**src/botc_pkg.sv**
```systemverilog
// Shared types, codes and constants of the bulk-only transport command engine.
package botc_pkg;

  localparam int unsigned MaxChunkBytes = 4096;
  localparam int unsigned QDepth        = 2;

  localparam logic [1:0] ACT_XFER   = 2'd0;
  localparam logic [1:0] ACT_STATUS = 2'd1;
  localparam logic [1:0] ACT_FLUSH  = 2'd2;

  localparam logic [1:0] CFG_SSLOG2 = 2'd0;
  localparam logic [1:0] CFG_TOTAL  = 2'd1;
  localparam logic [1:0] CFG_FLUSH  = 2'd2;

  localparam logic KIND_CMD   = 1'b0;
  localparam logic KIND_FINAL = 1'b1;

  localparam logic [2:0] ST_OK      = 3'd0;
  localparam logic [2:0] ST_INVALID = 3'd1;
  localparam logic [2:0] ST_RO      = 3'd2;
  localparam logic [2:0] ST_IO      = 3'd3;
  localparam logic [2:0] ST_UNEXP   = 3'd4;
  localparam logic [2:0] ST_BUSY    = 3'd5;

  localparam logic [31:0] CSW_SIG  = 32'h5342_5355;
  localparam logic [7:0]  OP_RD10  = 8'h28;
  localparam logic [7:0]  OP_WR10  = 8'h2a;
  localparam logic [7:0]  OP_RD16  = 8'h88;
  localparam logic [7:0]  OP_WR16  = 8'h8a;
  localparam logic [7:0]  OP_SYNC  = 8'h35;
  localparam logic [4:0]  CDB_10   = 5'd10;
  localparam logic [4:0]  CDB_16   = 5'd16;

  // classified request held between front and back
  typedef struct packed {
    logic [1:0]  action;
    logic        wr;
    logic [63:0] lba;
    logic [31:0] count;
    logic        range_bad;
    logic        pre_broken;
    logic        st_zero;
    logic [31:0] csw_tag;
    logic [31:0] csw_residue;
    logic [12:0] moved;
  } fe_t;

  typedef struct packed {
    logic        kind;
    logic [2:0]  status_code;
    logic [31:0] tag;
    logic [12:0] data_length;
    logic        direction_in;
    logic [4:0]  cdb_length;
    logic [7:0]  opcode;
    logic [63:0] cmd_lba;
    logic [3:0]  cmd_blocks;
    logic        abort_link;
  } res_t;

  typedef struct packed {
    logic push;
    logic kind;
    logic abort;
    logic busy;
    logic dead;
  } bk_stat_t;

endpackage

```
**src/botc_front.sv**
```systemverilog
// Front end: classifies incoming requests and queues them for the back end.
module botc_front (
  input  logic           clk,
  input  logic           rst_n,
  input  logic           push_i,
  output logic           full_o,
  input  logic [1:0]     action_i,
  input  logic           write_i,
  input  logic [63:0]    lba_i,
  input  logic [31:0]    block_count_i,
  input  logic [31:0]    csw_signature_i,
  input  logic [31:0]    csw_tag_i,
  input  logic [31:0]    csw_residue_i,
  input  logic [7:0]     csw_status_i,
  input  logic           csw_length_ok_i,
  input  logic [12:0]    data_bytes_moved_i,
  input  logic           link_error_i,
  input  logic [63:0]    total_sectors_i,
  input  logic           pop_i,
  output logic           valid_o,
  output botc_pkg::fe_t  item_o
);

  botc_pkg::fe_t mem [botc_pkg::QDepth];
  logic          wptr_r, wptr_nxt, rptr_r, rptr_nxt;
  logic [1:0]    cnt_r, cnt_nxt;
  logic          do_push, do_pop;
  botc_pkg::fe_t cls;
  logic [63:0]   room;

  assign room = total_sectors_i - lba_i;

  always_comb begin
    cls             = '0;
    cls.action      = action_i;
    cls.wr          = write_i;
    cls.lba         = lba_i;
    cls.count       = block_count_i;
    cls.range_bad   = (block_count_i == 32'd0) || (lba_i >= total_sectors_i) ||
                      ({32'd0, block_count_i} > room);
    cls.pre_broken  = link_error_i || !csw_length_ok_i ||
                      (csw_signature_i != botc_pkg::CSW_SIG) || (csw_status_i >= 8'd2);
    cls.st_zero     = (csw_status_i == 8'd0);
    cls.csw_tag     = csw_tag_i;
    cls.csw_residue = csw_residue_i;
    cls.moved       = data_bytes_moved_i;
  end

  assign full_o  = (cnt_r == 2'(botc_pkg::QDepth));
  assign valid_o = (cnt_r != 2'd0);
  assign do_push = push_i && !full_o;
  assign do_pop  = pop_i && valid_o;
  assign item_o  = mem[rptr_r];

  always_comb begin
    wptr_nxt = wptr_r + 1'(do_push);
    rptr_nxt = rptr_r + 1'(do_pop);
    cnt_nxt  = cnt_r + 2'(do_push) - 2'(do_pop);
  end

  always_ff @(posedge clk) begin
    if (do_push) begin
      mem[wptr_r] <= cls;
    end
  end

  always_ff @(posedge clk) begin
    if (!rst_n) begin
      wptr_r <= 1'b0;
      rptr_r <= 1'b0;
      cnt_r  <= 2'd0;
    end else begin
      wptr_r <= wptr_nxt;
      rptr_r <= rptr_nxt;
      cnt_r  <= cnt_nxt;
    end
  end

endmodule

```
**src/botc_back.sv**
```systemverilog
// Back end: sequencing state, chunking and status validation.
module botc_back (
  input  logic               clk,
  input  logic               rst_n,
  input  logic               valid_i,
  input  botc_pkg::fe_t      item_i,
  output logic               pop_o,
  input  logic               oq_full_i,
  input  logic [3:0]         sslog2_i,
  input  logic               flush_ok_i,
  output logic               push_o,
  output botc_pkg::res_t     res_o,
  output botc_pkg::bk_stat_t stat_o
);

  logic [31:0] last_tag_r, last_tag_nxt;
  logic        dead_r, dead_nxt;
  logic        busy_r, busy_nxt;
  logic [63:0] next_lba_r, next_lba_nxt;
  logic [31:0] left_r, left_nxt;
  logic        writing_r, writing_nxt;
  logic [3:0]  chunk_r, chunk_nxt;
  logic [12:0] exp_r, exp_nxt;

  logic        go;
  logic [3:0]  s;
  logic [3:0]  per;
  logic [63:0] em_lba, adv_lba;
  logic [31:0] em_left, adv_left, nm1;
  logic [3:0]  n;
  logic [13:0] bytes;
  logic [32:0] lo_sum;
  logic        cdb10;
  logic        em_wr;
  logic [12:0] actual;
  logic        broken;

  assign go    = valid_i && !oq_full_i;
  assign pop_o = go;
  assign push_o = go;

  always_comb begin
    if (sslog2_i < 4'd9) begin
      s = 4'd9;
    end else if (sslog2_i > 4'd12) begin
      s = 4'd12;
    end else begin
      s = sslog2_i;
    end
    per = 4'((botc_pkg::MaxChunkBytes >> 9) >> (s - 4'd9));
    if (per == 4'd0) begin
      per = 4'd1;
    end
  end

  assign adv_lba  = next_lba_r + {60'd0, chunk_r};
  assign adv_left = left_r - {28'd0, chunk_r};

  // chunk unit: shared by new transfers and by chunk advance
  always_comb begin
    if (item_i.action == botc_pkg::ACT_XFER) begin
      em_lba  = item_i.lba;
      em_left = item_i.count;
      em_wr   = item_i.wr;
    end else begin
      em_lba  = adv_lba;
      em_left = adv_left;
      em_wr   = writing_r;
    end
    n      = (em_left < {28'd0, per}) ? em_left[3:0] : per;
    bytes  = 14'({10'd0, n} << s);
    nm1    = {28'd0, n} - 32'd1;
    lo_sum = {1'b0, em_lba[31:0]} + {1'b0, nm1};
    cdb10  = (em_lba[63:32] == 32'd0) && !lo_sum[32];
  end

  always_comb begin
    actual = (exp_r != 13'd0) ? item_i.moved : 13'd0;
    broken = item_i.pre_broken ||
             ((exp_r != 13'd0) && writing_r && (actual != exp_r)) ||
             (item_i.csw_tag != last_tag_r) ||
             (item_i.csw_residue > {19'd0, exp_r}) ||
             (actual > exp_r) ||
             (item_i.st_zero && (item_i.csw_residue != {19'd0, exp_r - actual}));
  end

  always_comb begin
    last_tag_nxt = last_tag_r;
    dead_nxt     = dead_r;
    busy_nxt     = busy_r;
    next_lba_nxt = next_lba_r;
    left_nxt     = left_r;
    writing_nxt  = writing_r;
    chunk_nxt    = chunk_r;
    exp_nxt      = exp_r;
    res_o        = '0;
    res_o.kind   = botc_pkg::KIND_FINAL;
    if (go) begin
      unique case (item_i.action) inside
        botc_pkg::ACT_XFER, botc_pkg::ACT_STATUS: begin
          logic emit;
          emit = 1'b0;
          if (item_i.action == botc_pkg::ACT_XFER) begin
            if (busy_r) begin
              res_o.status_code = botc_pkg::ST_BUSY;
            end else if (item_i.range_bad) begin
              res_o.status_code = botc_pkg::ST_INVALID;
            end else if (item_i.wr && !flush_ok_i) begin
              res_o.status_code = botc_pkg::ST_RO;
            end else if (dead_r) begin
              res_o.status_code = botc_pkg::ST_IO;
            end else begin
              writing_nxt  = item_i.wr;
              next_lba_nxt = item_i.lba;
              left_nxt     = item_i.count;
              emit         = 1'b1;
            end
          end else begin
            if (!busy_r) begin
              res_o.status_code = botc_pkg::ST_UNEXP;
            end else if (broken) begin
              dead_nxt          = 1'b1;
              busy_nxt          = 1'b0;
              res_o.status_code = botc_pkg::ST_IO;
              res_o.abort_link  = 1'b1;
            end else if (!item_i.st_zero || (actual != exp_r)) begin
              busy_nxt          = 1'b0;
              res_o.status_code = botc_pkg::ST_IO;
            end else begin
              next_lba_nxt = adv_lba;
              left_nxt     = adv_left;
              if (adv_left == 32'd0) begin
                busy_nxt          = 1'b0;
                res_o.status_code = botc_pkg::ST_OK;
              end else begin
                emit = 1'b1;
              end
            end
          end
          if (emit) begin
            if (bytes > 14'(botc_pkg::MaxChunkBytes)) begin
              busy_nxt          = 1'b0;
              res_o.status_code = botc_pkg::ST_IO;
            end else begin
              busy_nxt           = 1'b1;
              last_tag_nxt       = last_tag_r + 32'd1;
              chunk_nxt          = n;
              exp_nxt            = bytes[12:0];
              res_o.kind         = botc_pkg::KIND_CMD;
              res_o.tag          = last_tag_r + 32'd1;
              res_o.data_length  = bytes[12:0];
              res_o.direction_in = !em_wr;
              res_o.cdb_length   = cdb10 ? botc_pkg::CDB_10 : botc_pkg::CDB_16;
              res_o.opcode       = cdb10 ? (em_wr ? botc_pkg::OP_WR10 : botc_pkg::OP_RD10)
                                         : (em_wr ? botc_pkg::OP_WR16 : botc_pkg::OP_RD16);
              res_o.cmd_lba      = em_lba;
              res_o.cmd_blocks   = n;
            end
          end
        end
        botc_pkg::ACT_FLUSH: begin
          if (busy_r) begin
            res_o.status_code = botc_pkg::ST_BUSY;
          end else if (!flush_ok_i) begin
            res_o.status_code = botc_pkg::ST_RO;
          end else if (dead_r) begin
            res_o.status_code = botc_pkg::ST_IO;
          end else begin
            busy_nxt         = 1'b1;
            writing_nxt      = 1'b1;
            next_lba_nxt     = 64'd0;
            left_nxt         = 32'd0;
            chunk_nxt        = 4'd0;
            exp_nxt          = 13'd0;
            last_tag_nxt     = last_tag_r + 32'd1;
            res_o.kind       = botc_pkg::KIND_CMD;
            res_o.tag        = last_tag_r + 32'd1;
            res_o.cdb_length = botc_pkg::CDB_10;
            res_o.opcode     = botc_pkg::OP_SYNC;
          end
        end
        default: begin
          res_o.status_code = botc_pkg::ST_INVALID;
        end
      endcase
    end
  end

  always_comb begin
    stat_o.push  = go;
    stat_o.kind  = res_o.kind;
    stat_o.abort = res_o.abort_link;
    stat_o.busy  = busy_r;
    stat_o.dead  = dead_r;
  end

  always_ff @(posedge clk) begin
    if (!rst_n) begin
      last_tag_r <= 32'd0;
      dead_r     <= 1'b0;
      busy_r     <= 1'b0;
      next_lba_r <= 64'd0;
      left_r     <= 32'd0;
      writing_r  <= 1'b0;
      chunk_r    <= 4'd0;
      exp_r      <= 13'd0;
    end else begin
      last_tag_r <= last_tag_nxt;
      dead_r     <= dead_nxt;
      busy_r     <= busy_nxt;
      next_lba_r <= next_lba_nxt;
      left_r     <= left_nxt;
      writing_r  <= writing_nxt;
      chunk_r    <= chunk_nxt;
      exp_r      <= exp_nxt;
    end
  end

endmodule

```
**src/botc_outq.sv**
```systemverilog
// Result queue: holds finished results until the consumer pops them.
module botc_outq (
  input  logic           clk,
  input  logic           rst_n,
  input  logic           push_i,
  input  botc_pkg::res_t data_i,
  output logic           full_o,
  input  logic           pop_i,
  output logic           empty_o,
  output botc_pkg::res_t data_o
);

  botc_pkg::res_t mem [botc_pkg::QDepth];
  logic           wptr_r, wptr_nxt, rptr_r, rptr_nxt;
  logic [1:0]     cnt_r, cnt_nxt;
  logic           do_push, do_pop;

  assign full_o  = (cnt_r == 2'(botc_pkg::QDepth));
  assign empty_o = (cnt_r == 2'd0);
  assign do_push = push_i && !full_o;
  assign do_pop  = pop_i && !empty_o;
  assign data_o  = mem[rptr_r];

  always_comb begin
    wptr_nxt = wptr_r + 1'(do_push);
    rptr_nxt = rptr_r + 1'(do_pop);
    cnt_nxt  = cnt_r + 2'(do_push) - 2'(do_pop);
  end

  always_ff @(posedge clk) begin
    if (do_push) begin
      mem[wptr_r] <= data_i;
    end
  end

  always_ff @(posedge clk) begin
    if (!rst_n) begin
      wptr_r <= 1'b0;
      rptr_r <= 1'b0;
      cnt_r  <= 2'd0;
    end else begin
      wptr_r <= wptr_nxt;
      rptr_r <= rptr_nxt;
      cnt_r  <= cnt_nxt;
    end
  end

endmodule

```
**src/bulk_only_transport_command_engine.sv**
```systemverilog
// Top level of the bulk-only transport command engine.
//   channel | direction | handshake          | carries
//   in_     | into      | push / full        | transfer, status or flush request
//   out_    | out of    | empty / pop        | command wrapper or final status
//   cfg_    | into      | valid / ready      | register index and write data
// One request per cycle while neither queue is full.
// The back end decides each request combinationally from its state registers.
// Two-entry queues before and after the back end let either side stall alone.
// Synchronous active-low reset clears all sequencing state and config to defaults.
module bulk_only_transport_command_engine (
  input  logic        clk,
  input  logic        rst_n,
  input  logic        in_push,
  output logic        in_full,
  input  logic [1:0]  in_action,
  input  logic        in_write,
  input  logic [63:0] in_lba,
  input  logic [31:0] in_block_count,
  input  logic [31:0] in_csw_signature,
  input  logic [31:0] in_csw_tag,
  input  logic [31:0] in_csw_residue,
  input  logic [7:0]  in_csw_status,
  input  logic        in_csw_length_ok,
  input  logic [12:0] in_data_bytes_moved,
  input  logic        in_link_error,
  output logic        out_empty,
  input  logic        out_pop,
  output logic        out_kind,
  output logic [2:0]  out_status_code,
  output logic [31:0] out_tag,
  output logic [12:0] out_data_length,
  output logic        out_direction_in,
  output logic [4:0]  out_cdb_length,
  output logic [7:0]  out_opcode,
  output logic [63:0] out_cmd_lba,
  output logic [3:0]  out_cmd_blocks,
  output logic        out_abort_link,
  input  logic        cfg_valid,
  output logic        cfg_ready,
  input  logic [1:0]  cfg_index,
  input  logic [63:0] cfg_data
);

  logic [3:0]  sslog2_r;
  logic [63:0] total_r;
  logic        flush_r;

  logic               fe_valid, fe_pop, oq_full, bk_push;
  botc_pkg::fe_t      fe_item;
  botc_pkg::res_t     bk_res, oq_res;
  botc_pkg::bk_stat_t bk_stat;

  assign cfg_ready = 1'b1;

  always_ff @(posedge clk) begin
    if (!rst_n) begin
      sslog2_r <= 4'd9;
      total_r  <= 64'd0;
      flush_r  <= 1'b0;
    end else if (cfg_valid && cfg_ready) begin
      case (cfg_index)
        botc_pkg::CFG_SSLOG2: sslog2_r <= cfg_data[3:0];
        botc_pkg::CFG_TOTAL:  total_r  <= cfg_data;
        botc_pkg::CFG_FLUSH:  flush_r  <= cfg_data[0];
        default: ;
      endcase
    end
  end

  botc_front u_front (
    .clk                (clk),
    .rst_n              (rst_n),
    .push_i             (in_push),
    .full_o             (in_full),
    .action_i           (in_action),
    .write_i            (in_write),
    .lba_i              (in_lba),
    .block_count_i      (in_block_count),
    .csw_signature_i    (in_csw_signature),
    .csw_tag_i          (in_csw_tag),
    .csw_residue_i      (in_csw_residue),
    .csw_status_i       (in_csw_status),
    .csw_length_ok_i    (in_csw_length_ok),
    .data_bytes_moved_i (in_data_bytes_moved),
    .link_error_i       (in_link_error),
    .total_sectors_i    (total_r),
    .pop_i              (fe_pop),
    .valid_o            (fe_valid),
    .item_o             (fe_item)
  );

  botc_back u_back (
    .clk        (clk),
    .rst_n      (rst_n),
    .valid_i    (fe_valid),
    .item_i     (fe_item),
    .pop_o      (fe_pop),
    .oq_full_i  (oq_full),
    .sslog2_i   (sslog2_r),
    .flush_ok_i (flush_r),
    .push_o     (bk_push),
    .res_o      (bk_res),
    .stat_o     (bk_stat)
  );

  botc_outq u_outq (
    .clk     (clk),
    .rst_n   (rst_n),
    .push_i  (bk_push),
    .data_i  (bk_res),
    .full_o  (oq_full),
    .pop_i   (out_pop),
    .empty_o (out_empty),
    .data_o  (oq_res)
  );

  assign out_kind         = oq_res.kind;
  assign out_status_code  = oq_res.status_code;
  assign out_tag          = oq_res.tag;
  assign out_data_length  = oq_res.data_length;
  assign out_direction_in = oq_res.direction_in;
  assign out_cdb_length   = oq_res.cdb_length;
  assign out_opcode       = oq_res.opcode;
  assign out_cmd_lba      = oq_res.cmd_lba;
  assign out_cmd_blocks   = oq_res.cmd_blocks;
  assign out_abort_link   = oq_res.abort_link;

  // a command wrapper leaves the sequencer busy
  a_cmd_sets_busy: assert property (@(posedge clk) disable iff (!rst_n)
    bk_stat.push && (bk_stat.kind == botc_pkg::KIND_CMD) |=> bk_stat.busy)
    else $error("command issued without entering busy");

  // an abort marks the link dead and ends the exchange
  a_abort_kills_link: assert property (@(posedge clk) disable iff (!rst_n)
    bk_stat.push && bk_stat.abort |=> bk_stat.dead && !bk_stat.busy)
    else $error("abort did not mark link dead");

  // aborts only ride on final status results
  a_abort_is_final: assert property (@(posedge clk) disable iff (!rst_n)
    !out_empty && out_abort_link |-> (out_kind == botc_pkg::KIND_FINAL))
    else $error("abort flagged on a command wrapper");

endmodule

```
**config.mk**
```make
export PLATFORM = sky130hd
export DESIGN_NAME = bulk_only_transport_command_engine
export DESIGN_NICKNAME = d
export VERILOG_FILES = /design/src/botc_pkg.sv /design/src/botc_front.sv /design/src/botc_back.sv /design/src/botc_outq.sv /design/src/bulk_only_transport_command_engine.sv
export SDC_FILE = /design/constraint.sdc
export NUM_CORES = 2
export LEC_CHECK = 0
export ABC_AREA = 1
export BUFFER_PORTS_ARGS = -buffer_cell sky130_fd_sc_hd__buf_4
export CAP_MARGIN = 20
export CORE_ASPECT_RATIO = 1.75
export CORE_UTILIZATION = 43
export DETAILED_ROUTE_END_ITERATION = 12
export PLACE_DENSITY = 0.63
export REMOVE_ABC_BUFFERS = 1
export SLEW_MARGIN = 0
export SYNTH_ARGS = -nofsm -noshare
export SYNTH_HDL_FRONTEND = slang
export SYNTH_SLANG_ARGS = --single-unit
export TNS_END_PERCENT = 5
```
**constraint.sdc**
```tcl
create_clock -name clk -period 15.5 [get_ports clk]
set_clock_uncertainty 0.2 [all_clocks]
set_input_delay 0 -clock clk [delete_from_list [all_inputs] [get_ports clk]]
set_output_delay 0 -clock clk [all_outputs]
set_load 0.01 [all_outputs]
```
# == Yosys cells after proc, flatten, opt, wreduce, memory -nomap -nowiden ==
# Memory sizes are Yosys's and may differ from the RTL's. A register that Yosys moved wholly into a read port is not among the register bits.
# Index checks and enable logic that the tools add are counted.
# op_classes
eq_ne,28
magnitude_cmp,9
shifts,2
bitwise_logic,1
mux,119
n_addsub,16
reduce_logical,49
# op_table
operator,n
two-way mux 64 bit,12
two-way mux 32 bit,20
case mux 32 bit (2 select lines),3
two-way mux 132 bit,1
two-way mux 131 bit,1
case mux 64 bit (2 select lines),1
two-way mux 127 bit,1
two-way mux 13 bit,8
logical NOT 32 bit,3
two-way mux 69 bit,1
adder 64 x 4 -> 64 bit,1
>= comparator 64 bit,1
greater-than comparator 32 x 64 -> 1 bit,1
subtractor 64 bit,1
case mux 13 bit (2 select lines),2
two-way mux 1 bit,38
two-way mux 4 bit,9
adder 32 x 32 -> 33 bit,1
adder 32 x 1 -> 32 bit (second input constant),1
greater-than comparator 32 x 13 -> 1 bit,1
< comparator 32 x 4 -> 1 bit,1
!= test 32 x 13 -> 1 bit,1
!= test 32 x 31 -> 1 bit (second input constant),1
!= test 32 bit,1
other kinds (47),113
# word_totals
regBits,225
ramBits,622
inputBits,289
mem_count,2
# mem_list
name,words,word_bits,read_ports,rd_clocked_by_memory_dff,wr,line,rtl
u_front.mem,2,179,1,1,1,botc_front.sv:24,botc_pkg::fe_t mem [botc_pkg::QDepth];
u_outq.mem,2,132,1,1,1,botc_outq.sv:13,botc_pkg::res_t mem [botc_pkg::QDepth];

# == Logic depth before layout (Yosys ltp) ==
# logic_depth
depth_word,18
mapped_depth,41
ltp_nobuf,40

# == Cells and area by module ==
# Synthesis repeated with hierarchy kept, for this count alone.
# unflattened
cells_unflattened,5475
area_unflattened_um2,48322.6
# modules_own_cells
mod,seq_area_each_um2,area_per_inst_um2,n_inst,cells_each
botc_front,10850.4,20285.7,1,2091
botc_back,2962.8,15023.2,1,2495
botc_outq,8027.7,10116.0,1,448
bulk_only_transport_command_engine,1381.3,2897.8,1,441

# == Worst setup path after synthesis ==
# OpenSTA, ideal clock, no wires.
# synth_path
path_kind,register to register
startpoint,reg u_front.cnt_r[1]
endpoint,"mem u_front.mem[1][0] in the netlist's numbering, enable pin"
path_stages_with_launch,5
t_required_ns,14.738
t_arrival_ns,4.772
setup_slack_ns,9.966
period_less_slack_ns,5.534
path_buffers,0
cell_sequence,dfxtp_1 > inv_1 > nor2_1 > nor2_1 > ha_1
# synth_between
elab_chain_len,5
# synth_rtl
item,line,rtl
from (decl),botc_front.sv:26,"logic [1:0] cnt_r, cnt_nxt;"
from (signal assigned),botc_front.sv:75,cnt_r <= cnt_nxt;
equality test 2 bit,botc_front.sv:49,assign full_o = (cnt_r == 2'(botc_pkg::QDepth));
named net in_full,bulk_only_transport_command_engine.sv:14,"output logic in_full,"
logical NOT 1 bit,botc_front.sv:51,assign do_push = push_i && !full_o;
logical AND 1 bit,botc_front.sv:51,
two-way mux 1 bit,botc_front.sv:62,if (do_push) begin
two-way mux 1 bit (not written as such),botc_front.sv:63,mem[wptr_r] <= cls;
to (decl),botc_front.sv:24,
# The timed path passes the listed nets, and every way through them passes these cells.

==> results.toml <==
[run_status]
outcome = "complete, no violations"

[pwr]
pwr-share-seq_pct = 34.5
ir_worst_vdd_mv = 0.123
powerDensity_mw_per_mm2 = 158
combPwrFrac_pct = 42.8
p_clk_share_pct = 22.7
switchingPower_mw = 3.71
swShare_pct = 41.1
power.total_mw = 9.03
internal-power_mw = 5.31
p_leak_nw = 24.3

[synthesis]
synth.area.top_cells = "edfxtp_1, dfxtp_1, nand2_1"
netlist_instances = 5011
synth_top_area_share_pct = 41.0
syn_area_sq_mm = 0.0444
synth_area_per_cell_sq_um = 8.86
synth_most_common_cell = "nand2_1"
ys.flop_type = "edfxtp_1"
synth_seq_cells = 833
ys_seq_area_share_pct = 51.2
synthArstFlopShare_pct = 0
yosysTopAreaCell = "edfxtp_1"
ys_types = 63
yosys_warnings = 0
synth_common_cells = "nand2_1, nor2_1, edfxtp_1"
synth-edff-count = 606

[setup_path]
critPathKind = "reg -> reg"
worstPathArrival_ns = 7.79
crit_top_cell = "nand2_1"
path_max_fanout = 49
end_kind = "flop"
crit_path_top_delay_cell = "inv_2"
startpoint_type = "flop"
required_ns = 15.87
cp_slowest_stage_delay_ns = 0.71

[detailed_routing]
drt_iter0_drc = 2363
wire_per_inst_um = 21.0
ant_nets = 0
vias = 38800
routed_via_density = 5.26
drc_errors = 0
dr.pass1.iters = 6
routed_wl_um = 155000

[final_layout]
final_area_sq_mm = 0.0572
nets = 6426
n_fill_cell = 9128
finalNonFillerCells = 7372
area_growth_syn_to_layout_pct = 29.0
drive_above_1_share_pct = 12.9

[clocking]
postCtsSetupBuffers = 0
cts_hold_buf = 567
cts_max_level = 3
clk_latency_ns = 0.70
cts_tree = "done"
root_buffer = "clkbuf_16"
cts_resized = 0
clk_pin_slew_ns = 0.06
cts.sinks = 833
cts_made_buffers = 82
clk_path_buf_depth = 3

[sta]
hold_viol = 0
finalSetupTns_ns = 0
slew_headroom_pct = 25.8
period_needed_ns = 7.42
tightest_slew_ns = 1.10
max_freq_mhz = 135
grt_setup_unrepaired = "false"
min_period_over_period_pct = 47.9
setup_viol = 0
report.final.slew_viol_count = 0

[floorplanning]
die_area_sq_mm = 0.105
fp.dieH_um = 427
coreArea_sq_mm = 0.102
io_pins = 424
initial_utilization_pct = 43.4
die_w_um = 245
num_rows = 155

[grt]
gr-total-overflow = 0
grt_first_pass_wirelength_um = 229000
grt_start_max_net_pins = 143
antenna_found_initial = 5
grtUsageTotal_pct = 29.3
grt_pass1_vias = 39400

[worst_hold_path]
hp-start = "cfg_data[0]"
hp-class = "in -> reg"

[placement]
port-buffer-count = 419
gp_congestion = 0.963
dp_hpwl_um = 113000
dpl-instance-area_sq_mm = 0.0488
dp_cells = 6640

[job]
max_cap_violations = 0
## sequential cells by signal (all words and copies together) (netlist names), named ones only
register,flops
flush_r,1
sslog2_r,4
total_r,64
u_back.busy_r,1
u_back.chunk_r,4
u_back.dead_r,1
u_back.exp_r,13
u_back.last_tag_r,32
u_back.left_r,32
u_back.next_lba_r,64
u_back.writing_r,1
u_front.cnt_r,2
u_front.mem,358
u_front.rptr_r,1
u_front.wptr_r,1
u_outq.cnt_r,2
u_outq.mem,248
u_outq.rptr_r,1
u_outq.wptr_r,1
## cell usage in the layout, fill, tap and decap left out, drive strengths merged, types with 3 or more instances in the layout
cell | synthesis | layout
clkinvlp | 0 | 8
mux2i | 9 | 9
nand3 | 268 | 268
or2 | 19 | 19
o21ai | 257 | 257
inv | 548 | 555
xnor2 | 35 | 35
a21boi | 3 | 3
nand3b | 5 | 5
and3 | 8 | 8
o2111ai | 3 | 3
edfxtp | 606 | 606
nand2 | 1019 | 1019
nand4 | 89 | 89
bufinv | 0 | 7
clkinv | 2 | 35
xor2 | 146 | 146
fa | 4 | 4
nor4 | 47 | 47
dfxtp | 227 | 227
o21bai | 6 | 6
ha | 175 | 175
o211ai | 14 | 14
a21o | 16 | 16
a31oi | 38 | 38
dlygate4sd3 | 0 | 567
and2 | 3 | 3
a21oi | 252 | 252
o21a | 11 | 11
diode | 0 | 11
conb | 2 | 22
a311oi | 3 | 3
a211oi | 59 | 59
nor2 | 728 | 728
nor3 | 88 | 88
o31ai | 4 | 4
clkbuf | 102 | 98
mux2 | 124 | 124
buf | 76 | 454
## worst max-delay path, delay by kind of cell (launching register included)
kind                     cells  cell delay (ns)
flip-flops                   1             0.57
AO/OA/AOI/OAI                6             0.77
adder cells (fa/ha/maj)      3             0.82
buffers and inverters        7             1.93
AND/OR/NAND/NOR             23             2.90
## power by group through the flow
stage	Clock, mW	Combinational (mW)	Sequential [mW]
final	2.05	3.86	3.12
after CTS	2.08	3.86	3.12
after detailed placement	0	3.74	3.16
after floorplan	0	2.25	3.19
after global routing	2.16	4.22	3.16
after global placement	0	3.73	3.15
## cells by family after synthesis
group / Yosys count / share of synthesized area, %
muxes: 133 / 3.35
other: 2 / 0.0169
buffers and inverters: 728 / 6.60
adders and majority gates: 179 / 5.11
xor gates and xnor gates: 181 / 3.57
and+or+nand+nor: 2277 / 21.5
DFF: 833 / 51.2
AOI/OAI and AO/OA: 678 / 8.60
## routing by layer
metal | part of all wire, % | vias to the layer above | track usage [%]
li1 | - | 18800 | -
met1 | 36 | 18400 | 30.6
met2 | 52 | 1268 | 54.6
met3 | 4.6 | 403 | 3.59
met4 | 7.0 | 0 | 19.3
met5 | 0 | - | 0
## final timing paths
| path | end | slack [ns] | cells past startpoint |
|---|---|---|---|
| max | u_outq.mem[1][80] | 8.08 | 39 |
| min | total_r[0] | 0.07 | 4 |
| max reg2reg | u_outq.mem[1][80] | 8.08 | 39 |
| min reg2reg | flop | 0.25 | 1 |
## final cells by class
class	count	area (sq um)	share of cell area [%]
multi-input cells	3470	18900	32.9
clock buffers	98	2170	3.80
inverters	550	2070	3.61
diodes	11	27.5	0.0481
well taps	1334	1670	2.92
clock inverters	55	534	0.934
repair buffers	1021	9150	16.0
flip-flops and latches	833	22700	39.8
## metrics by stage
step / hold WS (ns) / setup WS, ns / util (%)
6_report: 0.0657 / 8.08 / 56.0
3_3_place_gp: -0.0144 / 7.62 / 47.7
4_1_cts: 0.0222 / 7.55 / 55.9
2_1_floorplan: -0.116 / 3.91 / -
3_5_place_dp: -0.0116 / 7.57 / 47.7
5_1_grt: 0.122 / 7.25 / 56.0
No activity file was read; power rests on OpenSTA's default activity.
